## config.mk

```make
export PLATFORM = sky130hd
export DESIGN_NAME = pot_cell
export DESIGN_NICKNAME = d
export VERILOG_FILES = /design/src/pot_pkg.sv /design/src/pot_cell.sv
export SDC_FILE = /design/constraint.sdc
export NUM_CORES = 1
export LEC_CHECK = 0
export ABC_AREA = 1
export BUFFER_PORTS_ARGS = -buffer_cell sky130_fd_sc_hd__buf_2
export CAP_MARGIN = 10
export CORE_AREA = 8 8 92 128
export DETAILED_ROUTE_END_ITERATION = 12
export DIE_AREA = 0 0 100 136
export PLACE_DENSITY = 0.78
export SLEW_MARGIN = 20
export SYNTH_ARGS = -nofsm -noshare
export SYNTH_HDL_FRONTEND = slang
export SYNTH_SLANG_ARGS = --single-unit
export TNS_END_PERCENT = 20
```

## constraint.sdc

```tcl
create_clock -name clk -period 3.05 [get_ports clk]
set_input_delay 0.915 -clock clk [delete_from_list [all_inputs] [get_ports clk]]
set_output_delay 0.915 -clock clk [all_outputs]
set_load 0.01 [all_outputs]
```

## src/pot_pkg.sv

```systemverilog
// pot_pkg: shared types and constants for the pointer owner table.
// Used by the interfaces, the compare cell and the top level.
`default_nettype none

package pot_pkg;

    localparam int ADDR_W           = 32;
    localparam int CORE_W           = 6;
    localparam int CAPACITY_DEFAULT = 64;

    typedef enum logic [1:0] {
        OP_INSERT        = 2'd0,
        OP_LOOKUP_OWNER  = 2'd1,
        OP_TEST_DANGLING = 2'd2,
        OP_QUERY_OTHER   = 2'd3
    } op_t;

    typedef enum logic [2:0] {
        ST_OK       = 3'd0,
        ST_SAME     = 3'd1,
        ST_IGNORED  = 3'd2,
        ST_CONFLICT = 3'd3,
        ST_FULL     = 3'd4,
        ST_MISSING  = 3'd5
    } status_t;

    // request as it travels down the cell chain
    typedef struct packed {
        logic                vld;
        op_t                 op;
        logic [ADDR_W-1:0]   addr;
        logic [CORE_W-1:0]   core;
        logic                dang;
        logic                hit;
        status_t             status;
        logic [CORE_W-1:0]   owner;
        logic                mark;
    } req_t;

endpackage

`default_nettype wire

```

## src/pot_cell.sv

```systemverilog
// pot_cell: one table entry plus one chain stage of the request path.
// Depends on pot_pkg (req_t, op_t, status_t).
`default_nettype none

module pot_cell (
    input  wire logic          clk,
    input  wire logic          rst_n,
    input  wire logic          en,
    input  wire pot_pkg::req_t req_i,
    output pot_pkg::req_t      req_o,
    output logic               occ
);

    logic                          vld_reg;
    logic [pot_pkg::ADDR_W-1:0]    key_reg;
    logic [pot_pkg::CORE_W-1:0]    owner_reg;
    logic                          mark_reg;
    pot_pkg::req_t                 req_reg;
    pot_pkg::req_t                 req_next;
    logic                          match;
    logic                          claim;

    always_comb
    begin
        match = req_i.vld && !req_i.hit && vld_reg && (key_reg == req_i.addr);
        claim = req_i.vld && !req_i.hit && !vld_reg && (req_i.op == pot_pkg::OP_INSERT);
        req_next = req_i;
        if (match)
        begin
            req_next.hit   = 1'b1;
            req_next.owner = owner_reg;
            req_next.mark  = mark_reg;
            if (req_i.op != pot_pkg::OP_INSERT)
                req_next.status = pot_pkg::ST_OK;
            else if (owner_reg == req_i.core)
                req_next.status = pot_pkg::ST_SAME;
            else if (mark_reg && !req_i.dang)
                req_next.status = pot_pkg::ST_IGNORED;
            else
                req_next.status = pot_pkg::ST_CONFLICT;
        end
        else if (claim)
        begin
            req_next.hit    = 1'b1;
            req_next.status = pot_pkg::ST_OK;
            req_next.owner  = req_i.core;
            req_next.mark   = req_i.dang;
        end
    end

    always_ff @(posedge clk or negedge rst_n)
    begin
        if (!rst_n)
        begin
            vld_reg <= 1'b0;
            req_reg <= '0;
        end
        else if (en)
        begin
            req_reg <= req_next;
            if (claim)
                vld_reg <= 1'b1;
        end
    end

    always_ff @(posedge clk)
    begin
        if (en && claim)
        begin
            key_reg   <= req_i.addr;
            owner_reg <= req_i.core;
            mark_reg  <= req_i.dang;
        end
    end

    assign req_o = req_reg;
    assign occ   = vld_reg;

endmodule

`default_nettype wire

```

**Word-level counts from Yosys, hierarchy flattened**

Index checks and enable logic that the tools add are counted.

- Eq/ne operators: 2
- Mux-type cells: 5
- Reductions and logical operators: 13

Operators by type and width:

| cell | number |
|---|---|
| equality test 32 bit | 1 |
| two-way mux 11 bit | 2 |
| logical AND 1 bit | 7 |
| equality test 6 bit | 1 |
| two-way mux 2 bit | 2 |
| zero test 1 bit | 3 |
| zero test 2 bit | 1 |
| AND reduction 2 bit | 1 |
| nonzero test 2 bit | 1 |
| two-way mux 1 bit | 1 |

- Bits in registers: 93
- Input port bits: 56
- Output and inout port bits: 54
- Word-level logic and storage cells: 33

**Logic depth before layout (Yosys ltp)**

- Word-level depth: 6
- Gate-level depth with buffers: 13
- Mapped depth without buffers: 12

**Least setup slack after synthesis**

OpenSTA, ideal clock, no wires.

- Kind: input to register
- From: input port en
- To: register key_reg[0] in the netlist's numbering (enable)
- Library setup time: 435 ps
- Arrival: 2994 ps
- Required time: 2615 ps
- Slack: -379 ps
- Cell stages on the path: 4
- Buffers on the path: 2
- Cells stage by stage: inv_1 > buf_2 > buf_1 > nor2_1

- Longest elaborated chain between the ends: 1

Ends and longest elaborated chain:

| what | line | source |
|---|---|---|
| start, declared | pot_cell.sv:8 | `input wire logic en,` |
| logical AND 1 bit | pot_cell.sv:68 | `if (en && claim)` |
| end signal, assigned | pot_cell.sv:70 | `key_reg <= req_i.addr;` |
| end, declared | pot_cell.sv:15 | `logic [pot_pkg::ADDR_W-1:0] key_reg;` |

Every way passes these cells.
A chain may end at the register's enable or synchronous reset.

**Worst setup path after layout**

- From: input port req_i[51] in the netlist's numbering
- To: register key_reg[23] in the netlist's numbering (enable)

- Longest elaborated chain between the ends: 3

Ends and longest elaborated chain:

| what | line | source |
|---|---|---|
| start, declared | pot_cell.sv:9 | `input wire pot_pkg::req_t req_i,` |
| zero test 2 bit | pot_cell.sv:26 | `claim = req_i.vld && !req_i.hit && !vld_reg && (req_i.op == pot_pkg::OP_INSERT);` |
| logical AND 1 bit | pot_cell.sv:26 |  |
| logical AND 1 bit | pot_cell.sv:68 |  |

Every way passes these cells.

==> Implementation_results.wiki <==
{| class="wikitable"
! Metric !! Value
|-
| EDFF count, synth || 39
|-
| Overall overflow remaining after global route || 0
|-
| Transition at the pin with the smallest max-transition slack || roughly 0.7 ns
|-
| Mean routed wirelength per cell || between 10 and 15 um
|-
| Power density relative to cell area || 532 nW/um^2
|-
| I/O pin count || 110
|-
| Dominant combinational cell family by area after synthesis || simple AND/OR/NAND/NOR gates
|-
| Share of synthesized cell area in and, or, nand and nor gates || between 20% and 30%
|-
| Largest driver fanout on the critical path || 27
|-
| Average vias per placed instance || 4.70
|-
| Starting density of the core || around 43%
|-
| Adder-cell area share of the yosys netlist || 0%
|-
| Total vias in the final route || around 3,600
|-
| Number of global-route vias before repair || 3,712
|-
| Synthesized instance count || roughly 500
|-
| Num CTS Buffers || 9
|-
| Die outline area || between 10,000 and 15,000 um^2
|-
| Gp weighted congestion || between 0.8 and 0.9
|-
| PnR worst setup slack || 0.980 ns
|-
| Setup slack of the worst register-to-register path || around 1.3 ns
|-
| Unique masters post-synth || 25
|-
| Buffer depth of the longest clock path || 2
|-
| H-tree depth || 3
|-
| Setup repair after global routing missed its margin || no
|-
| Slew Limit Fails || 0
|-
| CTS-repair resized insts || 0
|-
| Ordered cell list for the critical path || buf_2, nor2_2, nand4_2, nor2_4, buf_12
|-
| Dpl cell area || a little over 5000 um^2
|-
| Place WS || between 0.6 and 0.7 ns
|-
| Clock tree root buffer cell || sky130_fd_sc_hd__clkbuf_16
|-
| Area leader, netlist || sky130_fd_sc_hd__dfrtp_1
|-
| Number of port buffers || 109
|-
| Required @ worst endpoint || about 3.1 ns
|-
| Area occupied by multi-input gates || between 1000 and 1500 um^2
|-
| Initial antenna violation count || 2
|-
| Die Ht || roughly 140 um
|-
| Worst endpoint data arrival time || between 2 and 2.5 ns
|-
| Slowest stage cell, crit path || sky130_fd_sc_hd__nor2_4
|-
| CTS tree || yes
|-
| Fin Hold WS || between 0.4 and 0.5 ns
|-
| Flip-flop and latch count after synthesis || 93
|-
| Number of hold buffers added after cts || 0
|-
| DRC marker count from the first detailed-route iteration || 170
|-
| Leading cell type by number of instances after synthesis || sky130_fd_sc_hd__nand2_1
|-
| Wire length reported by the detailed router || around 11,000 um
|-
| Combined area of all synthesized cells || 4330 um^2
|-
| Total setup buffers inserted after CTS || 0
|-
| Area Overhead vs Synth || 23.3%
|-
| Design Power || 2.84 mW
|-
| Share of synthesized area spent on multiplexers || 0.462%
|-
| Area taken by flip-flops and latches || between 2000 and 3000 um^2
|-
| Die boundary width || ~100 um
|-
| Total of max-cap violations || 0
|-
| Result of the run || finished clean
|-
| # DRC || 0
|-
| CP Class || in -> reg
|-
| Post-synthesis async set-or-reset flop share || between 50% and 60%
|-
| Fraction of layout cells with a size suffix above 1 || approximately 22%
|-
| Xor/xnor share of the synthesized area || between 2 and 2.5%
|-
| Tmin final || 2.07 ns
|-
| Maximum number of pins on one net before global-route repair || 85
|-
| Total number of clock tree sinks || between 90 and 100
|-
| CP Launch Type || input pin
|-
| Sequential fraction of the synthesis area || approximately three fifths
|-
| Most common library cells after synthesis || sky130_fd_sc_hd__nand2_1 (214), sky130_fd_sc_hd__inv_1 (72), sky130_fd_sc_hd__dfrtp_1 (54), sky130_fd_sc_hd__edfxtp_1 (39), sky130_fd_sc_hd__o21ai_0 (38)
|-
| Final Net Count || just under 700
|-
| First-pass GRT wire length || around 18,000 um
|-
| Leak pwr || approximately 2.8 nW
|-
| Fmax achieved || approximately 0.48 GHz
|-
| Clock latency of the later-clocked register in the worst-skew pair || roughly 0.33 ns
|-
| Flip-flop count of the largest register, all copies and words added || between 50 and 60
|-
| Type of the worst min-delay path || reg -> reg
|-
| Setup-violating endpoint count in the final report || 0
|-
| Skew final || around 0.0063 ns
|-
| Share of the core filled with cells in the final layout || between 50% and 60%
|-
| Portion of the clock cycle consumed by the worst path in the final layout || between 60% and 70%
|-
| Post-Syn Area per Cell || around 8.4 um^2
|-
| Worst vdd rail ir drop || between 200 and 300 uV
|-
| CTS clk-pin slew, worst paths || roughly 0.06 ns
|-
| Share of Yosys cell area claimed by the top area cell type || between 30 and 40%
|-
| Overall Global Routing Usage || between 10% and 20%
|-
| Compound-Gate Fraction of Synth Area || ~4.8%
|-
| Rel. slew slack || a little over half
|-
| Layout Cells excl Fill || between 700 and 800
|-
| Area of the core || between 10,000 and 15,000 um^2
|-
| Synth top area cells || sky130_fd_sc_hd__dfrtp_1 (31%), sky130_fd_sc_hd__edfxtp_1 (27%), sky130_fd_sc_hd__nand2_1 (19%), sky130_fd_sc_hd__inv_1 (6.2%), sky130_fd_sc_hd__o21ai_0 (4.4%)
|-
| Primary flip-flop cell chosen by synthesis mapping || sky130_fd_sc_hd__dfrtp_1
|-
| First drt pass iteration count || 4
|-
| Filler Cell Count || 960
|-
| CP endpoint kind || flip-flop
|-
| Post-detailed-placement half-perimeter wirelength || 8300 um
|-
| Number of placed instances, taps included || ~750
|-
| Final Cell Area || between 5000 and 6000 um^2
|-
| Number of warnings reported in the yosys synthesis log || 0
|-
| DRT antenna net count || 0
|-
| Total negative slack for setup checks || 0 ns
|-
| Largest stage delay on the critical path || approximately 0.4 ns
|-
| Standard-cell rows || 44
|-
| Post-Synthesis Net Count || 570
|-
| Final hold violations || 0
|}
## where the power goes
part | internal (mW) | switching (mW) | leakage [nW]
combinational | 0.121 | 0.194 | 1.63
sequential | 1.37 | 0.0329 | 1.00
clock | 0.682 | 0.443 | 0.150
total | 2.17 | 0.670 | 2.79
## critical path, delay by kind of cell
kind / cells / cell delay (ns)
simple gates: 3 / 0.81
buf+inv: 2 / 0.35
## per-layer routing
layer,global-route usage [%],share of wire (%),wire (um),vias to the layer above
met1,17.6,40,4310,1678
met5,0,0.10,11,-
met4,7.43,2.1,221,2
met3,4.10,4.4,470,16
met2,29.6,53,5680,103
li1,-,-,-,1807
## path summary, 6_finish.rpt
path                                          to                   from  cells after the start
setup / recovery           key_reg[23]$_DFFE_PP_              req_i[51]                      5
hold / removal             req_o[49]$_DFFE_PN0P_  req_o[49]$_DFFE_PN0P_                      2
setup reg to reg           key_reg[23]$_DFFE_PP_        occ$_DFFE_PN0P_                      4
hold reg to reg            req_o[49]$_DFFE_PN0P_  req_o[49]$_DFFE_PN0P_                      2
max in group asynchronous  req_o[17]$_DFFE_PN0P_                  rst_n                      2
min in group asynchronous  req_o[26]$_DFFE_PN0P_                  rst_n                      2
## cell usage in the layout, fill, tap and decap left out
cell / synthesis / layout
sky130_fd_sc_hd__a21oi_1: 2 / 2
sky130_fd_sc_hd__a31oi_1: 1 / 1
sky130_fd_sc_hd__buf_12: 0 / 2
sky130_fd_sc_hd__buf_2: 1 / 109
sky130_fd_sc_hd__buf_4: 1 / 1
sky130_fd_sc_hd__bufinv_16: 0 / 1
sky130_fd_sc_hd__clkbuf_1: 7 / 2
sky130_fd_sc_hd__clkbuf_16: 0 / 9
sky130_fd_sc_hd__clkbuf_8: 0 / 2
sky130_fd_sc_hd__clkinv_2: 0 / 1
sky130_fd_sc_hd__dfrtp_1: 54 / 54
sky130_fd_sc_hd__diode_2: 0 / 1
sky130_fd_sc_hd__edfxtp_1: 39 / 39
sky130_fd_sc_hd__inv_1: 72 / 71
sky130_fd_sc_hd__inv_2: 3 / 4
sky130_fd_sc_hd__inv_6: 0 / 1
sky130_fd_sc_hd__mux2i_1: 2 / 2
sky130_fd_sc_hd__nand2_1: 214 / 214
sky130_fd_sc_hd__nand3_1: 24 / 24
sky130_fd_sc_hd__nand3_2: 1 / 1
sky130_fd_sc_hd__nand3b_1: 3 / 3
sky130_fd_sc_hd__nand4_1: 1 / 1
sky130_fd_sc_hd__nand4_2: 1 / 1
sky130_fd_sc_hd__nor2_1: 27 / 26
sky130_fd_sc_hd__nor2_2: 5 / 5
sky130_fd_sc_hd__nor2_4: 2 / 3
sky130_fd_sc_hd__nor2b_1: 1 / 1
sky130_fd_sc_hd__o21ai_0: 38 / 38
sky130_fd_sc_hd__xnor2_1: 6 / 6
sky130_fd_sc_hd__xor2_1: 5 / 5
## cells by family after synthesis
group,count (synthesis)
multiplexers,2
AO/OA/AOI/OAI,41
buffers and inverters,88
flip-flops,93
AND/OR/NAND/NOR,279
XOR/XNOR,11
## area by class of cell
type                       instances  area share [%]
antenna                            1          0.0468
clock buffer                      13            4.87
clock inverter                     3           0.820
inverter                          75            5.27
multi-input combinational        333            27.4
sequential                        93            47.2
tap                              138            3.23
timing repair buffer             112            11.1
Power figures use the tool's default switching activity.
